`config.mk`:
```
export PLATFORM = sky130hd
export DESIGN_NAME = pmnc_dist
export DESIGN_NICKNAME = d
export VERILOG_FILES = /design/src/rtl/pmnc_pkg.sv /design/src/rtl/pmnc_dist.sv
export SDC_FILE = /design/constraint.sdc
export NUM_CORES = 1
export LEC_CHECK = 0
export ABC_AREA = 1
export ABC_CLOCK_PERIOD_IN_PS = 6600
export BUFFER_PORTS_ARGS = -buffer_cell sky130_fd_sc_hd__buf_2
export CORE_MARGIN = 2
export CORE_UTILIZATION = 64
export DETAILED_ROUTE_END_ITERATION = 8
export MAX_ROUTING_LAYER = met4
export PLACE_DENSITY = 0.84
export SYNTH_ARGS = -nofsm -noshare
export SYNTH_HDL_FRONTEND = slang
export SYNTH_SLANG_ARGS = --single-unit
```
`constraint.sdc`:
```
create_clock -name i_clk -period 6.6 [get_ports i_clk]
set_input_delay 0.33 -clock i_clk [delete_from_list [all_inputs] [get_ports i_clk]]
set_output_delay 0.33 -clock i_clk [all_outputs]
set_load 0.01 [all_outputs]
```
`src/rtl/pmnc_pkg.sv`:
```
// Package for the palette merge block: request and outcome codes, widths.
// No dependencies.
package pmnc_pkg;
    localparam int Entries = 256;
    localparam int IdxW = 8;
    localparam int DistW = 18;
    localparam logic [DistW-1:0] DistStart = 18'h2FFFF;
    localparam logic [7:0] ApproxFlag = 8'h10;

    typedef enum logic [1:0] {
        REQ_MERGE = 2'd0,
        REQ_WRITE = 2'd1,
        REQ_READ  = 2'd2,
        REQ_NONE  = 2'd3
    } t_req;

    typedef enum logic [2:0] {
        OUT_UNTOUCHED = 3'd0,
        OUT_OWN       = 3'd1,
        OUT_SAME      = 3'd2,
        OUT_EXACT     = 3'd3,
        OUT_FREE      = 3'd4,
        OUT_APPROX    = 3'd5,
        OUT_ACCESS    = 3'd6
    } t_outcome;

    typedef struct packed {
        logic [1:0] req_type;
        logic [7:0] index;
        logic [7:0] used;
        logic [7:0] red;
        logic [7:0] green;
        logic [7:0] blue;
        logic       force_req;
    } t_req_item;

    typedef struct packed {
        logic [7:0] mapped_index;
        logic [2:0] outcome;
        logic [7:0] entry_used;
        logic [7:0] entry_red;
        logic [7:0] entry_green;
        logic [7:0] entry_blue;
    } t_res_item;
endpackage

```
`src/rtl/pmnc_dist.sv`:
```
// Squared-distance unit: two register stages, one entry per cycle.
// Depends on pmnc_pkg.
module pmnc_dist (
    input  logic                 i_clk,
    input  logic [7:0]           i_ra,
    input  logic [7:0]           i_ga,
    input  logic [7:0]           i_ba,
    input  logic [7:0]           i_rb,
    input  logic [7:0]           i_gb,
    input  logic [7:0]           i_bb,
    output logic [pmnc_pkg::DistW-1:0] o_dist
);
    import pmnc_pkg::*;
    logic [7:0] n_dr, n_dg, n_db;
    logic [7:0] r_dr, r_dg, r_db;
    logic [15:0] sq_r, sq_g, sq_b;
    logic [DistW-1:0] r_dist;

    // absolute differences, then squares of the held differences
    always_comb begin
        n_dr = (i_ra > i_rb) ? i_ra - i_rb : i_rb - i_ra;
        n_dg = (i_ga > i_gb) ? i_ga - i_gb : i_gb - i_ga;
        n_db = (i_ba > i_bb) ? i_ba - i_bb : i_bb - i_ba;
        sq_r = {8'h00, r_dr} * {8'h00, r_dr};
        sq_g = {8'h00, r_dg} * {8'h00, r_dg};
        sq_b = {8'h00, r_db} * {8'h00, r_db};
    end

    always_ff @(posedge i_clk) begin
        r_dr <= n_dr;
        r_dg <= n_dg;
        r_db <= n_db;
        r_dist <= DistW'(sq_r) + DistW'(sq_g) + DistW'(sq_b);
    end

    assign o_dist = r_dist;
endmodule

```
* After elaboration in Yosys (flattened, before gate mapping)
Cells that the tools add are included.
** Cells by class
- Add/subtract/negate cells :: 8
- Multiply operators :: 3
- Magnitude comparators :: 3
- Muxes and demuxes :: 3
** Operator list (number)
- $mul 8x8->16 :: 3
- $sub 8x8->8 :: 6
- $gt 8x8->1 :: 3
- $mux 8 :: 3
- $add 17x16->18 :: 1
- $add 16x16->17 :: 1
** Storage, ports and cells
- Flip-flop bits (word level) :: 42
- Input port bits :: 49
- Output and inout port bits :: 18
- Logic and storage cells :: 21

* Longest topological paths before layout
Gate-level depths: netlist of the first run.
- Depth in word-level cells :: 3
- Depth in mapped cells :: 26
- Depth with buffers taken out :: 25

* Least setup slack after synthesis of the first run
No wires, ideal clock.
- Path kind :: register -> register
- Start :: register r_dr[3]
- End :: register r_dist[14], in the netlist o_dist[14]
- Setup time :: 0.113 ns
- Data arrival time :: 5.329 ns
- Data required time :: 6.487 ns
- Slack :: 1.159 ns
- Cell stages (with the launch flop) :: 22
- Path buffers :: 1
- Period minus slack after synthesis :: 5.441 ns
- Path through :: dfxtp_1 clkbuf_1 nand2_1 fa_1 fa_1 fa_1 inv_1 fa_1 inv_1 fa_1 inv_1 fa_1 inv_1 fa_1 inv_1 ha_1 or2_1 and2_1 nand3_1 nand3_1 nand2_1 nand2_1
** Between the ends
- Cells in the longest elaborated chain, start to end :: 3
** Ends and longest elaborated chain
- start, declared :: RTL line pmnc_dist.sv:15 : logic [7:0] r_dr, r_dg, r_db;
- start signal, assigned :: RTL line pmnc_dist.sv:30 : r_dr <= n_dr;
- $mul 8x8->16 :: RTL line pmnc_dist.sv:24 : sq_r = {8'h00, r_dr} * {8'h00, r_dr};
- $add 16x16->17 :: RTL line pmnc_dist.sv:33 : r_dist <= DistW'(sq_r) + DistW'(sq_g) + DistW'(sq_b);
- $add 17x16->18 :: RTL line pmnc_dist.sv:33
- end signal, assigned :: RTL line pmnc_dist.sv:33
- end, declared :: RTL line pmnc_dist.sv:17 : logic [DistW-1:0] r_dist;
Every way passes these cells.

* Worst setup path after layout of the first run
- Start :: register r_dr[0]
- End :: register r_dist[14], in the netlist o_dist[14]
The elaborated chain is that of the path after synthesis.

==> results of run 1 <==
[state kept, by name (all words and copies together) (netlist names)]
name	cells
o_dist	18
r_dr	8
r_db	8
r_dg	8
[path summary, 6_finish.rpt]
check	endpoint	cells past startpoint	slack, ns	start
min	r_dr[0]	3	0.36	i_rb[0]
max reg2reg	o_dist[14]	20	1.01	r_dr[0]
max	o_dist[14]	20	1.01	r_dr[0]
min reg2reg	o_dist[1]	1	0.82	r_dr[0]
[synthesized netlist by cell type (all sizes together) (3+ instances only)]
library cell / instances / area (sq um)
nand3b: 4 / 30.0
clkbuf: 17 / 63.8
a21oi: 25 / 125
nor3: 3 / 15.0
nand4: 10 / 62.6
a21o: 3 / 22.5
inv: 405 / 1520
nand3: 51 / 260
xor2: 23 / 201
nor2: 31 / 119
o21ai: 13 / 98.8
or2: 6 / 42.5
fa: 137 / 2740
nand2: 330 / 1250
xnor2: 9 / 78.8
ha: 127 / 1590
dfxtp: 42 / 841
buf: 12 / 100
[stage by stage]
| step | area, sq um | hold WS, ns | util [%] | setup slack [ns] |
|---|---|---|---|---|
| after global placement | 9580 | 0.663 | 68.7 | 1.06 |
| after detailed placement | 9580 | 0.660 | 68.7 | 1.01 |
| after CTS | 9720 | 0.352 | 69.7 | 0.991 |
| after global routing | 9720 | 0.379 | 69.7 | 0.662 |
| final | 9720 | 0.356 | 69.7 | 1.01 |
| after floorplan | 9180 | 0.524 | - | 1.16 |
[final cells by class]
class | instances | area, sq um
multi-input combinational | 775 | 6660
fill | 1146 | 4220
inverter | 405 | 1520
sequential | 42 | 841
timing repair buffer | 66 | 330
tap | 180 | 225
clock buffer | 6 | 129
clock inverter | 2 | 13.8
[cells by family after synthesis]
| group | share of synthesized area (%) |
|---|---|
| adders and majority gates | 47.2 |
| DFF | 9.16 |
| xor gates and xnor gates | 3.05 |
| buffers and inverters | 18.3 |
| and+or+nand+nor | 19.5 |
| AOI/OAI and AO/OA | 2.77 |
[layer usage]
layer  global-route usage (%)  up-vias  share of wire [%]
met5                        -        -                  0
met4                     8.74        0                3.2
met3                     2.61       33                3.3
met2                     48.0      137                 53
met1                     29.3     3317                 41
li1                         -     3659                  -
[worst max-delay path, cell delays in order (launching register included)]
cell                      delay, ns
sky130_fd_sc_hd__dfxtp_1       0.54
sky130_fd_sc_hd__nand2_1       0.14
sky130_fd_sc_hd__fa_1          0.51
sky130_fd_sc_hd__fa_1          0.53
sky130_fd_sc_hd__fa_1          0.55
sky130_fd_sc_hd__inv_1         0.05
sky130_fd_sc_hd__fa_1          0.49
sky130_fd_sc_hd__inv_1         0.05
sky130_fd_sc_hd__fa_1          0.52
sky130_fd_sc_hd__inv_1         0.05
sky130_fd_sc_hd__fa_1          0.47
sky130_fd_sc_hd__inv_1         0.05
sky130_fd_sc_hd__fa_1          0.47
sky130_fd_sc_hd__inv_1         0.04
sky130_fd_sc_hd__ha_1          0.32
sky130_fd_sc_hd__or2_1         0.26
sky130_fd_sc_hd__and2_1        0.19
sky130_fd_sc_hd__nand3_1       0.09
sky130_fd_sc_hd__nand3_1       0.07
sky130_fd_sc_hd__nand2_1       0.06
sky130_fd_sc_hd__nand2_1       0.04
==> impl_metrics.py, run 1 <==
metrics = {
    "outcome": {
        "outcome": "complete, no violations",
    },
    "layout": {
        "antenna_cells": 0,
        "mostFrequentLayoutCell": "sky130_fd_sc_hd__inv_1",
        "layout-area-overhead-vs-synth_pct": 5.82,
        "post_route_cells_drive_above_1_share_pct": 7.18,
        "design.final.nets": 1608,
        "mostFrequentLayoutCells": "sky130_fd_sc_hd__inv_1 (405), sky130_fd_sc_hd__nand2_1 (325), sky130_fd_sc_hd__fa_1 (137)",
        "finalNonFillerCells": 1476,
    },
    "logic_synthesis": {
        "syn_inst": 1251,
        "async_s_r_ff_share_synth_pct": 0,
        "ys_warn_count": 0,
        "synth-seq-cells": 42,
        "synthesis.area_per_instance_sq_um": 7.34,
        "synth-edff-count": 0,
        "synth_top_flop_cell": "sky130_fd_sc_hd__dfxtp_1",
        "synth_seq_area_share_pct": 9.16,
        "post_synth_num_cell_types": 30,
        "synth.cell_area_sq_mm": 0.00918,
        "synth.net_count": 1564,
    },
    "floorplan": {
        "io_pins": 67,
        "die_area_sq_mm": 0.0153,
        "design.core.area_sq_mm": 0.0139,
        "initial_core_util_pct": 65.9,
        "dieWidth_um": 124,
        "rows": 43,
        "dieHeight_um": 124,
    },
    "clocking": {
        "cts_max_level": 2,
        "cts-root-buf": "sky130_fd_sc_hd__clkbuf_16",
        "cts-hold-fix-buffers": 0,
        "number_of_cts_inserted_buffers": 5,
        "tritoncts": "built",
        "cts.clk_slew.worst_paths_ns": 0.06,
        "maximum_count_of_clock_buffers_along_a_single_path": 2,
        "post_cts_resized": 0,
        "post-cts-setup-buffer-count": 0,
        "worstSkewPairLatency_ns": 0.30,
        "cts_sink_cnt": 42,
    },
    "timing": {
        "final-max-slew-violation-count": 0,
        "worst_slew_pin_slew_ns": 0.605,
        "final_min_period_over_clock_period_pct": 84.7,
        "max_slew_margin_vs_limit_pct": 59.6,
        "shortest_period_the_worst_path_allows_ns": 5.59,
        "rsz0062_at_grt": "no",
        "fin_skew_ns": 0.00678,
        "setup_total_negative_slack_ns": 0,
        "maxClockFrequency_mhz": 179,
        "hold_violations": 0,
        "setup_viol_count_final": 0,
    },
    "critical_path": {
        "crit_required_ns": 6.79,
        "timing.critical_path.fanout_max": 10,
        "crit_type": "reg2reg",
        "worstSetupStartpointType": "flop",
        "worst_setup_path_end_kind": "flop",
        "critical_path_arrival_ns": 5.78,
    },
    "drt": {
        "avgRoutedWirePerCell_um": 11.6,
        "drt_first_pass_iters": 5,
        "avgViaCountPerCell": 4.84,
        "vias": 7146,
        "wl_mm": 17.2,
        "detailedRoute.firstIterationViolations": 285,
        "drc": 0,
        "drt.antenna.violating_nets": 0,
    },
    "grt": {
        "grt_pass1_vias": 7324,
        "grt_max_degree": 14,
        "grt_antenna_before_repair": 0,
        "final_global_route_overflow_total": 0,
        "global_route_wire_length_before_repair_mm": 30.8,
        "grt_use_total_pct": 26.0,
    },
    "placed_design": {
        "place.port_buffers": 66,
        "finalWeightedCongestion": 0.932,
        "dp.cells": 1468,
        "dp_hpwl_mm": 15.1,
    },
    "run": {
        "max_cap_violations": 0,
    },
    "hold_path": {
        "hp-class": "in2reg",
    },
}
Power of run 1 is left out: the tool's default activity adds up to more than one toggle a clock period on the data nets, which glitch-free logic cannot reach.
==> run 2, diff against run 1 <==
Settings changed: ABC_CLOCK_PERIOD_IN_PS 6600 to 5300.
Clock period 6.6 ns to 5.3 ns, I/O delays scaled along.
==> run 2 against run 1 <==
- the flow now finishes with violations (setup timing)
- fmax increased by 4.8%
- count of clock-buffer cells in the layout stayed put
- utilization up 3.9 points
- worst setup slack worse by 1.0 ns
- first-iteration DRC count rose by 42%
- critical path depth shrank 1
- global-route usage up 2.2 points
- wire length rose by 15%
- cell count up 2.6%
- die area is the same
- critical path type unchanged
- critical endpoint is now o_dist[16]
- highest routed layer unchanged
==> impl_metrics.py, run 2 (synthesis results as in run 1) <==
metrics = {
    "grt": {
        "grt_pass1_vias": 7811,
        "use_met3_pct": 3.30,
        "final_global_route_overflow_total": 0,
        "grt_antenna_before_repair": 0,
        "grt_use_total_pct": 28.2,
        "globalRouteMet1Util_pct": 31.9,
        "global_route_wire_length_before_repair_mm": 33.3,
        "grt_max_degree": 14,
        "top_usage_layer": "met2",
        "met2_track_demand_over_resource_pct": 51.5,
    },
    "drt": {
        "drt.antenna.violating_nets": 0,
        "vias": 7639,
        "wl_mm": 19.7,
        "drc": 0,
        "detailedRoute.firstIterationViolations": 406,
        "drt_first_pass_iters": 5,
        "avgViaCountPerCell": 5.05,
        "avgRoutedWirePerCell_um": 13.0,
    },
    "clocking": {
        "maximum_count_of_clock_buffers_along_a_single_path": 2,
        "number_of_cts_inserted_buffers": 5,
        "worstSkewPairLatency_ns": 0.30,
        "cts.clk_slew.worst_paths_ns": 0.06,
        "cts_max_level": 2,
        "cts-root-buf": "sky130_fd_sc_hd__clkbuf_16",
        "tritoncts": "built",
        "cts_sink_cnt": 42,
    },
    "floorplan": {
        "design.core.area_sq_mm": 0.0139,
        "dieHeight_um": 124,
        "dieWidth_um": 124,
        "rows": 43,
        "initial_core_util_pct": 65.9,
        "die_area_sq_mm": 0.0153,
        "io_pins": 67,
    },
    "critical_path": {
        "rr_worst_depth": 19,
        "timing.critical_path.from": "r_dr[6]",
        "critical_path.reg2reg.endpoint": "o_dist[16]",
        "worst_setup_path_end_kind": "flop",
        "cp_common_cell": "sky130_fd_sc_hd__fa_1",
        "worstPathCellList": "nand2_2, buf_4, fa_1, fa_1, fa_1, fa_2, inv_1, fa_1, fa_1, inv_1, fa_1, inv_1, ha_4, nand2_1, nand3b_1, nand2_2, nand2_1, nand3_1, nand2_1",
        "crit_slowest_cell": "sky130_fd_sc_hd__fa_2",
        "critical_path_arrival_ns": 5.53,
        "crit_required_ns": 5.50,
        "timing.critical_path.fanout_max": 4,
        "rrSetupSlack_ns": -0.03,
        "crit_type": "reg2reg",
        "worst_path_largest_cell_delay_ns": 0.60,
        "worstSetupStartpointType": "flop",
        "worst_flop_to_flop_path_startpoint": "r_dr[6]",
    },
    "outcome": {
        "outcome": "complete, but fails checks",
        "failed_checks": "setup timing",
    },
    "timing": {
        "worst_slew_pin_slew_ns": 0.416,
        "fin_skew_ns": 0.00757,
        "maxClockFrequency_mhz": 187,
        "finalWorstSetupSlack_ns": -0.0344,
        "hold_violations": 0,
        "max_slew_margin_vs_limit_pct": 72.2,
        "shortest_period_the_worst_path_allows_ns": 5.33,
        "rsz0062_at_grt": "yes",
        "setup_viol_count_final": 5,
        "final-max-slew-violation-count": 0,
        "setup_total_negative_slack_ns": -0.111,
        "final_min_period_over_clock_period_pct": 101,
    },
    "hold_path": {
        "worst_hold_startpoint": "i_rb[0]",
        "hold_end": "r_dr[0]",
        "hp-class": "in2reg",
        "hold_depth": 3,
    },
    "layout": {
        "multiInputGateArea_sq_mm": 0.00687,
        "mostFrequentLayoutCell": "sky130_fd_sc_hd__inv_1",
        "post_route_cells_drive_above_1_share_pct": 14.5,
        "finalNonFillerCells": 1514,
        "n_fill_cell": 1031,
        "layout-area-overhead-vs-synth_pct": 11.7,
        "largest_register_ff_count": 18,
        "antenna_cells": 0,
        "mostFrequentLayoutCells": "sky130_fd_sc_hd__inv_1 (399), sky130_fd_sc_hd__nand2_1 (311), sky130_fd_sc_hd__fa_1 (131)",
        "ff_latch_area_sq_um": 872,
        "design.final.nets": 1646,
    },
    "placed_design": {
        "finalWeightedCongestion": 0.940,
        "dp_hpwl_mm": 16.3,
        "dp.cells": 1505,
        "place.port_buffers": 66,
    },
    "run": {
        "max_cap_violations": 0,
    },
}
==> run 2: cell count changes in the layout (fill, tap and decap cells not counted), sizes merged <==
| cell | delta |
|---|---|
| buf | +38 |
| clkinv | -1 |
| clkinvlp | +1 |
==> run 2: routing by layer <==
| layer | vias to the layer above | wire, um | part of all wire (%) |
|---|---|---|---|
| li1 | 3736 | - | - |
| met1 | 3582 | 7650 | 39 |
| met2 | 243 | 10400 | 53 |
| met3 | 78 | 923 | 4.7 |
| met4 | 0 | 711 | 3.6 |
| met5 | - | 0 | 0 |
==> run 2: critical path, delay by kind of cell (launching register included) <==
kind	cells	cell delay, ns
AND/OR/NAND/NOR	7	0.69
flip-flops	1	0.38
adder cells (fa/ha/maj)	8	3.85
buffers and inverters	4	0.33
==> run 2: final cells by class <==
class / count / area share, %
tap: 180 / 2.19
inverter: 405 / 14.8
clock inverter: 2 / 0.122
sequential: 42 / 8.50
clock buffer: 6 / 1.35
timing repair buffer: 104 / 6.04
multi-input combinational: 775 / 67.0
==> run 2: how the worst max path moves through the flow <==
stage / end / slack, ns / cells past startpoint
finish: o_dist[16] / -0.03 / 19
floorplan: o_dist[14] / 0.004 / 21
CTS: o_dist[16] / 0.003 / 21
global route: o_dist[16] / -0.21 / 21
detailed placement: o_dist[17] / -0.17 / 22
global placement: o_dist[14] / 0.001 / 20
==> run 2: metrics by stage <==
step	hold slack (ns)	worst slack, ns	cell area, sq um	util [%]
after CTS	0.288	0.00270	10100	72.4
after global routing	0.298	-0.211	10300	73.6
after detailed placement	0.597	-0.167	9860	70.8
after global placement	0.591	0.00101	9860	70.8
after floorplan	0.449	0.00368	9190	-
final	0.287	-0.0344	10300	73.6
==> run 2: repair_timing <==
item | in CTS | in global routing
gates cloned | 0 | 0
hold buffers | 0 | 0
pin swaps | 9 | 24
resized for setup | 18 | 51
endpoints found under the setup margin | 10 | 12
setup buffers | 0 | 1
Power of run 2 is left out for the same reason.
==> run 3, diff against run 2 <==
Settings changed: CORE_MARGIN 2 to 1, TNS_END_PERCENT set to 5.
==> run 3 against run 2 <==
- the run still ends with setup timing left
- fmax fell by 2.0%
- worst hold slack improved by 0.0057 ns
- clock skew rose by 0.00095 ns
- design area rose by 1.4%
- worst setup slack got worse by 0.11 ns
- utilization rose by 1.1 points
- non-clock buffer count rose by 8
- critical path type unchanged
- critical endpoint unchanged
==> impl_metrics.py, run 3 (synthesis results as in run 1) <==
metrics = {
    "clocking": {
        "cts-hold-fix-buffers": 0,
        "cts_sink_cnt": 42,
        "cts.clk_slew.worst_paths_ns": 0.06,
        "cts_max_level": 2,
        "tritoncts": "built",
        "cts-root-buf": "sky130_fd_sc_hd__clkbuf_16",
        "worstSkewPairLatency_ns": 0.30,
        "number_of_cts_inserted_buffers": 5,
        "maximum_count_of_clock_buffers_along_a_single_path": 2,
    },
    "critical_path": {
        "critical_path_arrival_ns": 5.64,
        "crit_required_ns": 5.49,
        "rr_worst_depth": 22,
        "setup.worst_path.end": "o_dist[16]",
        "timing.critical_path.fanout_max": 4,
        "critical_path.reg2reg.endpoint": "o_dist[16]",
        "worst_setup_path_end_kind": "flop",
        "worstSetupStartpointType": "flop",
        "rrSetupSlack_ns": -0.14,
        "crit_type": "reg2reg",
        "timing.critical_path.from": "r_dr[3]",
        "worst_flop_to_flop_path_startpoint": "r_dr[3]",
    },
    "timing": {
        "setup_viol_count_final": 2,
        "shortest_period_the_worst_path_allows_ns": 5.44,
        "hold_violations": 0,
        "worst_slew_pin_slew_ns": 0.398,
        "rsz0062_at_grt": "yes",
        "max_slew_margin_vs_limit_pct": 73.4,
        "maxClockFrequency_mhz": 184,
        "final-max-slew-violation-count": 0,
        "finalWorstSetupSlack_ns": -0.144,
        "fin_skew_ns": 0.00852,
        "final_min_period_over_clock_period_pct": 103,
    },
    "grt": {
        "final_global_route_overflow_total": 0,
        "grt_max_degree": 13,
        "grt_antenna_before_repair": 0,
        "global_route_wire_length_before_repair_mm": 31.8,
        "grt_use_total_pct": 28.0,
        "grt_pass1_vias": 7503,
    },
    "layout": {
        "n_fill_cell": 1018,
        "finish.instance_area_sq_mm": 0.0104,
        "post_route_cells_drive_above_1_share_pct": 16.3,
        "design.final.nets": 1654,
        "antenna_cells": 0,
        "layout-area-overhead-vs-synth_pct": 13.3,
        "largest_register_ff_count": 18,
        "mostFrequentLayoutCells": "sky130_fd_sc_hd__inv_1 (392), sky130_fd_sc_hd__nand2_1 (303), sky130_fd_sc_hd__fa_1 (130)",
        "mostFrequentLayoutCell": "sky130_fd_sc_hd__inv_1",
        "final_util_pct": 74.7,
    },
    "drt": {
        "detailedRoute.firstIterationViolations": 352,
        "wl_mm": 19.1,
        "drc": 0,
        "vias": 7547,
        "drt_first_pass_iters": 7,
        "drt.antenna.violating_nets": 0,
        "avgRoutedWirePerCell_um": 12.6,
        "avgViaCountPerCell": 4.96,
    },
    "placed_design": {
        "dp_hpwl_mm": 15.6,
        "dpl_cell_area_sq_mm": 0.00987,
        "finalWeightedCongestion": 0.899,
        "pre_cts_slack_ns": -0.123,
        "place.port_buffers": 66,
    },
    "floorplan": {
        "initial_core_util_pct": 65.9,
        "rows": 43,
        "dieWidth_um": 122,
        "die_area_sq_mm": 0.0148,
        "dieHeight_um": 122,
        "design.core.area_sq_mm": 0.0139,
        "io_pins": 67,
    },
    "run": {
        "max_cap_violations": 0,
    },
    "outcome": {
        "failed_checks": "setup timing",
        "outcome": "complete, but fails checks",
    },
    "hold_path": {
        "hp-class": "in2reg",
    },
}
-- run 3: layer usage --
metal	GRT usage (%)	vias to the layer above	part of all wire, %
li1	-	3740	-
met1	31.2	3542	39
met2	51.9	206	52
met3	3.60	59	4.6
met4	8.02	0	3.6
met5	-	-	0
-- run 3: worst min path at each step --
stage               to  cells after the start     from  slack, ns
6_report       r_dg[0]                      3  i_gb[0]       0.29
2_1_floorplan  r_db[0]                      2  i_bb[0]       0.46
5_1_grt        r_db[0]                      3  i_bb[0]       0.29
3_3_place_gp   r_dg[0]                      3  i_gb[0]       0.60
4_1_cts        r_dg[0]                      3  i_gb[0]       0.28
3_5_place_dp   r_dg[0]                      3  i_gb[0]       0.59
-- run 3: layout make-up --
cell class / count / area (sq um) / area share [%]
Clock buffer: 6 / 139 / 1.33
Clock inverter: 1 / 30.0 / 0.288
Inverter: 405 / 1520 / 14.6
Multi-Input combinational cell: 775 / 6930 / 66.5
Sequential cell: 42 / 882 / 8.47
Tap cell: 180 / 225 / 2.16
Timing Repair Buffer: 112 / 687 / 6.60
-- run 3: repair_timing --
| item | CTS | global route |
|---|---|---|
| endpoints found under the setup margin | 11 | 12 |
| gates resized for setup | 32 | 64 |
| hold endpoints to repair | 0 | 0 |
| buffers inserted | 0 | 7 |
| pin swaps | 11 | 38 |
-- run 3: stage by stage --
stage / TNS [ns] / instances / hold slack [ns]
3_3_place_gp: -0.0255 / 1507 / 0.601
5_1_grt: -1.31 / 1521 / 0.293
3_5_place_dp: -0.842 / 1507 / 0.593
6_report: -0.187 / 1521 / 0.292
4_1_cts: 0 / 1514 / 0.283
2_1_floorplan: -0.134 / 1251 / 0.459
-- run 3: worst max-delay path: stages, from the launching register on --
cell and delay (ns):
sky130_fd_sc_hd__dfxtp_2 0.33, sky130_fd_sc_hd__buf_4 0.14, sky130_fd_sc_hd__buf_4 0.15, sky130_fd_sc_hd__nand2_1 0.09, sky130_fd_sc_hd__inv_2 0.07, sky130_fd_sc_hd__fa_1 0.51, sky130_fd_sc_hd__ha_1 0.33, sky130_fd_sc_hd__fa_1 0.55
sky130_fd_sc_hd__inv_1 0.06, sky130_fd_sc_hd__fa_1 0.51, sky130_fd_sc_hd__inv_1 0.06, sky130_fd_sc_hd__fa_2 0.54, sky130_fd_sc_hd__fa_1 0.41, sky130_fd_sc_hd__fa_1 0.59, sky130_fd_sc_hd__ha_4 0.24, sky130_fd_sc_hd__nand2_1 0.12
sky130_fd_sc_hd__inv_1 0.09, sky130_fd_sc_hd__nand2_1 0.09, sky130_fd_sc_hd__nand2_1 0.09, sky130_fd_sc_hd__a21oi_2 0.21, sky130_fd_sc_hd__nand2_2 0.07, sky130_fd_sc_hd__nand2_1 0.06, sky130_fd_sc_hd__nand2_1 0.05
Power of run 3 is left out for the same reason.
